`src/design/b32enc_pkg.sv`:
```
// shared types, constants and a helper function for the base32 stream encoder
package b32enc_pkg;

    localparam int QUEUE_DEPTH = 4;

    localparam logic [6:0] PAD_CHAR   = 7'h3D;
    localparam logic [6:0] UPPER_BASE = 7'h41;
    localparam logic [6:0] DIGIT_BASE = 7'h18;
    localparam logic [4:0] NUM_LETTERS = 5'd26;
    localparam logic [3:0] GROUP_CHARS = 4'd8;

    typedef struct packed {
        logic [7:0] data_byte;
        logic       is_final;
    } in_item_t;

    typedef struct packed {
        logic [6:0] out_char;
        logic       last_char;
    } out_item_t;

    // one queued transaction: up to three symbol indexes plus padding
    typedef struct packed {
        logic [2:0][4:0] sym;
        logic [1:0]      num_sym;
        logic [3:0]      num_total;
        logic            is_final;
    } job_t;

    function automatic logic [6:0] sym_to_ascii(input logic [4:0] sym);
        logic [6:0] code;
        if (sym < NUM_LETTERS)
        begin
            code = UPPER_BASE + 7'(sym);
        end
        else
        begin
            code = DIGIT_BASE + 7'(sym);
        end
        return code;
    endfunction

endpackage

```
`src/design/b32enc_front.sv`:
```
// front end: takes bytes, slices 5-bit symbols and works out padding
module b32enc_front
(
    input  logic                clk,
    input  logic                rst_n,
    input  logic                byte_valid,
    output logic                byte_stall,
    input  b32enc_pkg::in_item_t byte_item,
    input  logic                q_full,
    output logic                push,
    output b32enc_pkg::job_t    push_job
);

    logic [3:0]  left_reg, left_next;
    logic [2:0]  cnt_reg, cnt_next;
    logic [2:0]  group_reg, group_next;

    logic [11:0] acc;
    logic [11:0] aligned;
    logic [2:0]  shift;
    logic [3:0]  bits;
    logic        two;
    logic [2:0]  rem;
    logic [4:0]  flush_sym;
    logic        do_flush;
    logic [2:0]  group_data;
    logic [2:0]  group_flush;
    logic [2:0]  pads;
    logic [3:0]  sum;
    logic [3:0]  mask;

    assign byte_stall = q_full;
    assign push       = byte_valid && !q_full;

    always_comb
    begin
        acc        = {left_reg, byte_item.data_byte};
        shift      = 3'd4 - cnt_reg;
        aligned    = 12'(acc << shift);
        bits       = 4'(cnt_reg) + 4'd8;
        two        = (bits >= 4'd10);
        rem        = two ? 3'(bits - 4'd10) : 3'(bits - 4'd5);
        flush_sym  = two ? {aligned[1:0], 3'b000} : aligned[6:2];
        do_flush   = byte_item.is_final && (rem != 3'd0);
        group_data = group_reg + (two ? 3'd2 : 3'd1);
        group_flush = group_data + (do_flush ? 3'd1 : 3'd0);
        pads       = byte_item.is_final ? 3'(3'd0 - group_flush) : 3'd0;
        sum        = (two ? 4'd2 : 4'd1) + (do_flush ? 4'd1 : 4'd0) + 4'(pads);
        mask       = 4'((5'd1 << rem) - 5'd1);

        push_job.sym[0]   = aligned[11:7];
        push_job.sym[1]   = two ? aligned[6:2] : flush_sym;
        push_job.sym[2]   = flush_sym;
        push_job.num_sym  = (two ? 2'd2 : 2'd1) + (do_flush ? 2'd1 : 2'd0);
        push_job.num_total = (sum > b32enc_pkg::GROUP_CHARS) ? b32enc_pkg::GROUP_CHARS : sum;
        push_job.is_final = byte_item.is_final;

        left_next  = left_reg;
        cnt_next   = cnt_reg;
        group_next = group_reg;
        if (push)
        begin
            if (byte_item.is_final)
            begin
                left_next  = 4'd0;
                cnt_next   = 3'd0;
                group_next = 3'd0;
            end
            else
            begin
                left_next  = byte_item.data_byte[3:0] & mask;
                cnt_next   = rem;
                group_next = group_data;
            end
        end
    end

    always_ff @(posedge clk or negedge rst_n)
    begin
        if (!rst_n)
        begin
            left_reg  <= 4'd0;
            cnt_reg   <= 3'd0;
            group_reg <= 3'd0;
        end
        else
        begin
            left_reg  <= left_next;
            cnt_reg   <= cnt_next;
            group_reg <= group_next;
        end
    end

endmodule

```
`src/design/b32enc_queue.sv`:
```
// small queue of transactions between front and back end
module b32enc_queue
#(
    parameter int DEPTH = b32enc_pkg::QUEUE_DEPTH
)
(
    input  logic             clk,
    input  logic             rst_n,
    input  logic             push,
    input  b32enc_pkg::job_t push_job,
    output logic             full,
    input  logic             pop,
    output logic             head_valid,
    output b32enc_pkg::job_t head_job
);

    localparam int AW = (DEPTH > 1) ? $clog2(DEPTH) : 1;

    b32enc_pkg::job_t mem [DEPTH];

    logic [AW-1:0] wr_reg, wr_next;
    logic [AW-1:0] rd_reg, rd_next;
    logic [AW:0]   count_reg, count_next;

    assign full       = (count_reg == (AW+1)'(DEPTH));
    assign head_valid = (count_reg != '0);
    assign head_job   = mem[rd_reg];

    always_comb
    begin
        wr_next    = wr_reg;
        rd_next    = rd_reg;
        count_next = count_reg;
        if (push)
        begin
            wr_next = (wr_reg == AW'(DEPTH - 1)) ? '0 : wr_reg + 1'b1;
        end
        if (pop)
        begin
            rd_next = (rd_reg == AW'(DEPTH - 1)) ? '0 : rd_reg + 1'b1;
        end
        if (push && !pop)
        begin
            count_next = count_reg + 1'b1;
        end
        else if (pop && !push)
        begin
            count_next = count_reg - 1'b1;
        end
    end

    always_ff @(posedge clk)
    begin
        if (push)
        begin
            mem[wr_reg] <= push_job;
        end
    end

    always_ff @(posedge clk or negedge rst_n)
    begin
        if (!rst_n)
        begin
            wr_reg    <= '0;
            rd_reg    <= '0;
            count_reg <= '0;
        end
        else
        begin
            wr_reg    <= wr_next;
            rd_reg    <= rd_next;
            count_reg <= count_next;
        end
    end

endmodule

```
`src/design/b32enc_back.sv`:
```
// back end: walks each transaction and emits one character per cycle while char_stall is low
module b32enc_back
(
    input  logic                  clk,
    input  logic                  rst_n,
    input  logic                  head_valid,
    input  b32enc_pkg::job_t      head_job,
    output logic                  pop,
    output logic                  char_valid,
    input  logic                  char_stall,
    output b32enc_pkg::out_item_t char_item
);

    logic [2:0]  idx_reg, idx_next;
    logic        valid_reg, valid_next;
    b32enc_pkg::out_item_t item_reg, item_next;

    logic        load;
    logic        at_end;
    logic [4:0]  sym;

    assign char_valid = valid_reg;
    assign char_item  = item_reg;

    always_comb
    begin
        load   = head_valid && (!valid_reg || !char_stall);
        at_end = ({1'b0, idx_reg} == head_job.num_total - 4'd1);
        pop    = load && at_end;

        unique case (idx_reg)
            3'd0:    sym = head_job.sym[0];
            3'd1:    sym = head_job.sym[1];
            default: sym = head_job.sym[2];
        endcase

        idx_next   = idx_reg;
        valid_next = valid_reg;
        item_next  = item_reg;
        if (load)
        begin
            valid_next = 1'b1;
            item_next.out_char  = ({1'b0, idx_reg} < 4'(head_job.num_sym))
                                  ? b32enc_pkg::sym_to_ascii(sym) : b32enc_pkg::PAD_CHAR;
            item_next.last_char = head_job.is_final && at_end;
            idx_next = at_end ? 3'd0 : idx_reg + 3'd1;
        end
        else if (!char_stall)
        begin
            valid_next = 1'b0;
        end
    end

    always_ff @(posedge clk or negedge rst_n)
    begin
        if (!rst_n)
        begin
            idx_reg   <= 3'd0;
            valid_reg <= 1'b0;
        end
        else
        begin
            idx_reg   <= idx_next;
            valid_reg <= valid_next;
        end
    end

    always_ff @(posedge clk)
    begin
        item_reg <= item_next;
    end

endmodule

```
`src/design/base32_stream_encoder.sv`:
```
// top level of the streaming base32 encoder
// the first character of a byte passes through a queue slot and then the character output register
// throughput: one character per cycle while char_stall is low; a byte yields 1 or 2 characters, a final byte up to 8
// the character output register sets the rate; bytes are taken while the queue has room
// reset clears the leftover bits, group count, queue pointers and the output valid flag
module base32_stream_encoder
#(
    parameter int QUEUE_DEPTH = b32enc_pkg::QUEUE_DEPTH
)
(
    input  logic                  clk,
    input  logic                  rst_n,
    input  logic                  byte_valid,
    output logic                  byte_stall,
    input  b32enc_pkg::in_item_t  byte_item,
    output logic                  char_valid,
    input  logic                  char_stall,
    output b32enc_pkg::out_item_t char_item
);

    logic             q_full;
    logic             push;
    logic             pop;
    logic             head_valid;
    b32enc_pkg::job_t push_job;
    b32enc_pkg::job_t head_job;

    b32enc_front u_front
    (
        .clk        (clk),
        .rst_n      (rst_n),
        .byte_valid (byte_valid),
        .byte_stall (byte_stall),
        .byte_item  (byte_item),
        .q_full     (q_full),
        .push       (push),
        .push_job   (push_job)
    );

    b32enc_queue
    #(
        .DEPTH (QUEUE_DEPTH)
    )
    u_queue
    (
        .clk        (clk),
        .rst_n      (rst_n),
        .push       (push),
        .push_job   (push_job),
        .full       (q_full),
        .pop        (pop),
        .head_valid (head_valid),
        .head_job   (head_job)
    );

    b32enc_back u_back
    (
        .clk        (clk),
        .rst_n      (rst_n),
        .head_valid (head_valid),
        .head_job   (head_job),
        .pop        (pop),
        .char_valid (char_valid),
        .char_stall (char_stall),
        .char_item  (char_item)
    );

endmodule

```
`config.mk`:
```
export PLATFORM = sky130hd
export DESIGN_NAME = base32_stream_encoder
export DESIGN_NICKNAME = d
export VERILOG_FILES = /design/src/design/b32enc_pkg.sv /design/src/design/b32enc_front.sv /design/src/design/b32enc_queue.sv /design/src/design/b32enc_back.sv /design/src/design/base32_stream_encoder.sv
export SDC_FILE = /design/constraint.sdc
export NUM_CORES = 1
export LEC_CHECK = 0
export BUFFER_PORTS_ARGS = -buffer_cell sky130_fd_sc_hd__buf_2
export CAP_MARGIN = 5
export CELL_PAD_IN_SITES_DETAIL_PLACEMENT = 1
export CELL_PAD_IN_SITES_GLOBAL_PLACEMENT = 1
export CORE_AREA = 8 8 131 158
export CTS_CLUSTER_DIAMETER = 30
export CTS_CLUSTER_SIZE = 14
export DETAILED_ROUTE_END_ITERATION = 6
export DIE_AREA = 0 0 139 166
export PLACE_DENSITY_LB_ADDON = 0.1
export SYNTH_ARGS = -nofsm -noshare
export SYNTH_HDL_FRONTEND = slang
export SYNTH_SLANG_ARGS = --single-unit
```
`constraint.sdc`:
```
create_clock -name clk -period 3.7 [get_ports clk]
set_clock_uncertainty 0.05 [all_clocks]
set_input_delay 0.37 -clock clk [delete_from_list [all_inputs] [get_ports clk]]
set_output_delay 0.37 -clock clk [all_outputs]
set_load 0.02 [all_outputs]
```
# [After elaboration in Yosys (flattened, before gate mapping)]
# Memory sizes are Yosys's and may differ from the RTL's.
# Cells that the tools add are included.
[word_totals] ram_bits=88 mem_count=1 ff_bits=29 latch_bits=0 word_cells=85 romBits=0
[memory_table] memory="u_queue.mem" words=4 width=22 rd=1 rd_clocked_by_memory_dff=0 write_ports=1 line="b32enc_queue.sv:19" rtl="b32enc_pkg::job_t mem [DEPTH];"
[op_classes] div_mod_pow=0 order_cmp=4 n_shift=2 mux=25 n_reduce_logical=17 add_sub_neg=19 eq_ne=6 bitwise=1 n_mul=0
[op_table] op="3-bit two-way mux" n=7
[op_table] op="12-bit by 3-bit left shift with 12-bit output" n=1
[op_table] op="2-bit two-way mux" n=5
[op_table] op="5-bit two-way mux" n=2
[op_table] op="5-bit one-hot mux with 2 select lines" n=1
[op_table] op="4-bit two-way mux" n=2
[op_table] op="4-bit by 1-bit subtractor with 4-bit output, second input constant" n=2
[op_table] op="7-bit by 5-bit adder with 7-bit output, first input constant" n=1
[op_table] op="1-bit logical AND" n=7
[op_table] op="1-bit two-way mux" n=7
[op_table] op="7-bit two-way mux" n=1
[op_table] op="3-bit by 1-bit adder with 3-bit output, second input constant" n=2
[op_table] op="3-bit adder" n=2
[op_table] op="5-bit by 5-bit adder with 6-bit output, first input constant" n=1
[op_table] op="3-bit nonzero test" n=2
[op_table] op="1-bit logical NOT" n=5
[op_table] op="5-bit less-than comparator, second input constant" n=1
[op_table] op="2-bit by 1-bit adder with 2-bit output, second input constant" n=2
[op_table] op="3-bit by 4-bit adder with 4-bit output, second input constant" n=1
[op_table] op="4-bit by 3-bit adder with 4-bit output" n=1
[op_table] op="4-bit adder" n=1
[op_table] op="4-bit AND" n=1
[op_table] op="2-bit == test, second input constant" n=2
[op_table] op="3-bit by 4-bit == test with 1-bit output" n=1
[op_table] op="other kinds (16)" n=16

# [Depth between registers and ports, before layout]
[depth] ltp_word=12 ltp_mapped=16 ltp_nobuf=14

# [Modules after synthesis]
# From an unflattened synthesis, not the netlist that was laid out.
[unflattened] hier_cells=403 hier_area_um2=5876.9
[by_module_without_submodules] module="b32enc_queue" cells_per_inst=152 instances=1 area_per_inst_um2=3627.2
[by_module_without_submodules] module="b32enc_front" cells_per_inst=169 instances=1 area_per_inst_um2=1338.8
[by_module_without_submodules] module="b32enc_back" cells_per_inst=82 instances=1 area_per_inst_um2=910.9

# [Worst setup path after synthesis]
# No wires, ideal clock.
[synth_path] path_type="register to register" startpoint="register u_front.cnt_reg[0]" endpoint="memory u_queue.mem[0][2] (netlist bit) (data pin)" synth_period_minus_slack_ns=4.027 slack_ns=-0.327 setup_time_ns=0.277 n_path_buf=2 path_stages_with_launch=15 required_ns=3.373 arrival_ns=3.700 path_cell_list="dfrtp_1 > clkbuf_1 > clkbuf_1 > inv_1 > ha_1 > xor2_1 > and4_1 > o22ai_1 > nand2_1 > ha_1 > and2_1 > ha_1 > a31o_2 > fa_1 > nor2b_1"
[synth_lines] item="start, declared" line="b32enc_front.sv:15" rtl="logic [2:0] cnt_reg, cnt_next;"
[synth_lines] item="start signal, assigned" line="b32enc_front.sv:89" rtl="cnt_reg <= cnt_next;"
[synth_lines] item="end, declared" line="b32enc_queue.sv:19"

==> results <==
- The total chip power is 0.00718 W.
- The average wire per standard cell is 18.4 um.
- The flip-flop and latch count after synthesis is 117.
- The netlist area before placement is 5710 um2.
- After legalization and detailed placement, the total HPWL measured 9.00 mm.
- After synthesis, the most frequently instantiated cells are sky130_fd_sc_hd__edfxtp_1 (96), sky130_fd_sc_hd__nand2_1 (44), sky130_fd_sc_hd__ha_1 (24).
- The total count of hold-check failures in the final report came to 0.
- Fill cells in the final layout number 1922.
- The average instance area after synthesis is 13.8 um2.
- The first-pass GRT wire length is 21.1 mm.
- After clock tree synthesis, the clock-pin slew on the worst setup and hold paths is 0.06 ns.
- Setup violations remaining at the end of the flow were counted as 0.
- The total vias in the final route is 3454.
- The worst min-delay path class is input port to flip-flop.
- The maximum frequency from static timing analysis is 289 MHz.
- The via count of the first global-routing pass is 3907.
- From left edge to right edge, the die measures 139 um.
- The number of distinct library cell variants in the gate-level netlist after synthesis is 52.
- The initial antenna violation count is 0.
- The signed area change from the synthesized netlist to the final layout is 18.4%.
- The number of max-slew violations in the final report is 0.
- The analysis attributes to cell leakage a power of 2.50 nW.
- After Yosys synthesis, XOR and XNOR cells account for 2.45% of the synthesized area.
- For the final routed database, the setup TNS stands at 0 ns.
- The cell sitting at the root of the clock tree is a sky130_fd_sc_hd__clkbuf_16.
- For this block, the routed nets add up to 12.8 mm of wire.
- The floorplan step set the die height to 166 um.
- The required time at the endpoint of the critical path is 3.82 ns.
- The flow ran to the end, and the final reports show no timing, DRC or antenna violations.
- TritonCTS built the clock tree.
- Power spread over the standard cell area amounts to 1060 nW/um2.
- After the last flow step, the layout net total stands at 494.
- The number of setup buffers added after CTS is 0.
- The startpoint-to-endpoint class of the critical path is flip-flop to flip-flop.
- After detailed routing, the number of remaining DRC violations is 0.
- The share of the synthesized area in the top cell type is 50.5%.
- The most frequently used cell type in the post-synthesis netlist is sky130_fd_sc_hd__edfxtp_1.
- At the end of routability-driven placement, the weighted congestion stood at 0.775.
- The floorplan step defined a core boundary enclosing 18300 um2.
- Summing the areas of all fa, ha and maj instances in the mapped netlist gives 5.96% of the synthesized area.
- The largest net degree at the start of global routing is 23.
- The number of rows in the core area is 55.
- For this run, asynchronously set or reset flops after synthesis account for 17.9%.
- Once the floorplan was initialized, standard cells occupied 31.2% of the core.
- The total global routing track utilization is 11.8%.
- In the synthesized netlist the dominant register cell turns out to be sky130_fd_sc_hd__edfxtp_1.
- Measured against its own limit, the worst slew margin works out to 52.1%.
- The maximum fanout along the worst path is 6.
- The compound-cell area share of the yosys netlist is 6.66%.
- Across the VDD grid, the largest voltage drop is 402 uV.
- The detailed router finished its first iteration with 139 violations.
- The synthesized netlist devotes 9.68% of its cell area to simple gates.
- The detail route stage leaves a number of antenna-violating nets equal to 0.
- The share of final-layout standard cells stronger than drive strength 1 is 22.9%.
- For the worst-skew pair, the clock arrives at the later sink with an insertion delay of 0.40 ns.
- The remaining global-route overflow is 0.
- The synthesized design contains 96 enable-type register cells.
- The count of buffers added on input and output ports is 22.
- Dividing the final minimum period by the clock period gives 93.5%.
- The worst setup path is launched from a flip-flop.
- Yosys attributes the largest share of cell area to sky130_fd_sc_hd__edfxtp_1 (50%), sky130_fd_sc_hd__dfrtp_1 (9.2%), sky130_fd_sc_hd__mux4_2 (8.3%).
- The cell accounting for the most synthesized area is sky130_fd_sc_hd__edfxtp_1.
- The detailed-routing iteration count for the pre-antenna-repair pass is 4.
- At the worst endpoint, the arrival time is 3.58 ns.
- The actual transition at the worst max-transition pin is 0.714 ns.
- The final critical delay including setup and external delays is 3.46 ns.
- The number of max-cap violations is 0.
- STA classifies the critical path endpoint as a flip-flop.
- After synthesis, the largest family of logic cells by area is multiplexers.
- The number of buffers created by CTS is 17.
- The floorplan step defined a die boundary enclosing 23100 um2.
- The H-tree was split into 4 levels.
- The final antenna diode count is 0.
- The part of the Yosys area used for sequential elements is 59.7%.
- After technology mapping, the gate count stands at 413.
- When the netlist entered floorplanning its net count stood at 452.
- The worst hold slack across all endpoints is 0.129 ns.
- Counting along the longest clock path gives a buffer depth of 2.
- The clock drives 117 sinks.
- Yosys printed 0 warnings.
- Setup repair after global routing left no endpoint under its margin.
- Dividing the detail-routed via count by the number of cells gives 4.96.
- The total I/O pin count is 23.
- The number of flip-flops under the largest register name is 88.
- The proportion of synthesized area in mux cells is 12.8%.
-- through the flow --
step | worst slack [ns] | instance area, um2 | utilization (%) | std cells
2_1_floorplan | 0.0486 | 5720 | - | 413
3_5_place_dp | 0.268 | 6160 | 33.7 | 663
6_report | 0.242 | 6760 | 36.9 | 696
5_1_grt | 0.00143 | 6760 | 36.9 | 696
4_1_cts | 0.238 | 6760 | 36.9 | 696
3_3_place_gp | 0.412 | 6160 | 33.7 | 663
-- report_power, final --
| group | switching, W | internal, W |
|---|---|---|
| Clock | 0.000581 | 0.00105 |
| Combinational | 0.00185 | 0.00125 |
| Sequential | 0.000216 | 0.00225 |
-- per-layer routing --
layer	part of all wire, %	GRT usage (%)	wire length [um]
met5	0	0	0
met4	1.6	4.11	208
met3	3.6	3.39	457
met2	52	20.8	6610
met1	43	13.5	5530
-- logic make-up after synthesis --
| kind of cell | Yosys count |
|---|---|
| and+or+nand+nor | 116 |
| muxes | 40 |
| xor gates and xnor gates | 16 |
| AOI/OAI and AO/OA | 60 |
| adders and majority gates | 26 |
| buffers and inverters | 38 |
| DFF | 117 |
-- area by class of cell --
type / count / area, um2 / area share (%)
sequential: 117 / 3410 / 50.4
multi-input combinational: 258 / 2150 / 31.8
clock buffer: 17 / 425 / 6.29
tap: 228 / 285 / 4.22
timing repair buffer: 40 / 248 / 3.66
clock inverter: 15 / 164 / 2.42
inverter: 21 / 78.8 / 1.17
-- path summary, 6_finish.rpt --
kind / startpoint / end / slack [ns] / cells past startpoint
min in group asynchronous: rst_n / u_front.group_reg[2]$_DFFE_PN0P_ / 0.47 / 2
max in group asynchronous: rst_n / u_queue.rd_reg[1]$_DFFE_PN0P_ / 2.73 / 2
worst min-delay path: char_stall / u_back.char_valid$_DFFE_PN0P_ / 0.13 / 3
worst min register to register: u_back.char_valid$_DFFE_PN0P_ / u_back.char_valid$_DFFE_PN0P_ / 0.44 / 2
worst max register to register: u_front.cnt_reg[1]$_DFFE_PN0P_ / u_queue.mem[2][3]$_DFFE_PP_ / 0.24 / 12
worst max-delay path: u_front.cnt_reg[1]$_DFFE_PN0P_ / u_queue.mem[2][3]$_DFFE_PP_ / 0.24 / 12
-- what timing repair did --
item                       CTS  global route
hold endpoints to repair    21             0
gates resized for setup      0             0
setup endpoints to repair    0             0
hold buffers                 1             0
-- cells in the final DEF, fill, tap and decap left out, drive strengths merged, types with 3 or more instances in the layout --
master    Yosys  routed
o21ai        24      24
mux2i         5       5
clkinvlp      0       5
ha           24      24
dfrtp        21      21
o41ai         4       4
nand2        44      44
mux2         11      11
mux4         24      24
nor3b         4       4
and3          3       3
nand3        16      16
bufinv        0       3
and2         10      10
inv          21      21
buf           6      39
clkinv        0       7
nor3          6       6
a21oi        13      13
nand3b        4       4
xor2          6       6
nor2         20      20
clkbuf       11      17
edfxtp       96      96
xnor2        10      10
-- critical path, stage by stage, from the launching register on --
cell	delay, ns
sky130_fd_sc_hd__dfrtp_1	0.44
sky130_fd_sc_hd__inv_1	0.11
sky130_fd_sc_hd__ha_1	0.25
sky130_fd_sc_hd__xor2_1	0.19
sky130_fd_sc_hd__and4_1	0.23
sky130_fd_sc_hd__o22ai_2	0.18
sky130_fd_sc_hd__nand2_1	0.09
sky130_fd_sc_hd__ha_1	0.30
sky130_fd_sc_hd__and2_1	0.14
sky130_fd_sc_hd__ha_1	0.29
sky130_fd_sc_hd__a31o_2	0.22
sky130_fd_sc_hd__fa_1	0.38
sky130_fd_sc_hd__o21ai_0	0.36
(Power assumes the default switching activity.)
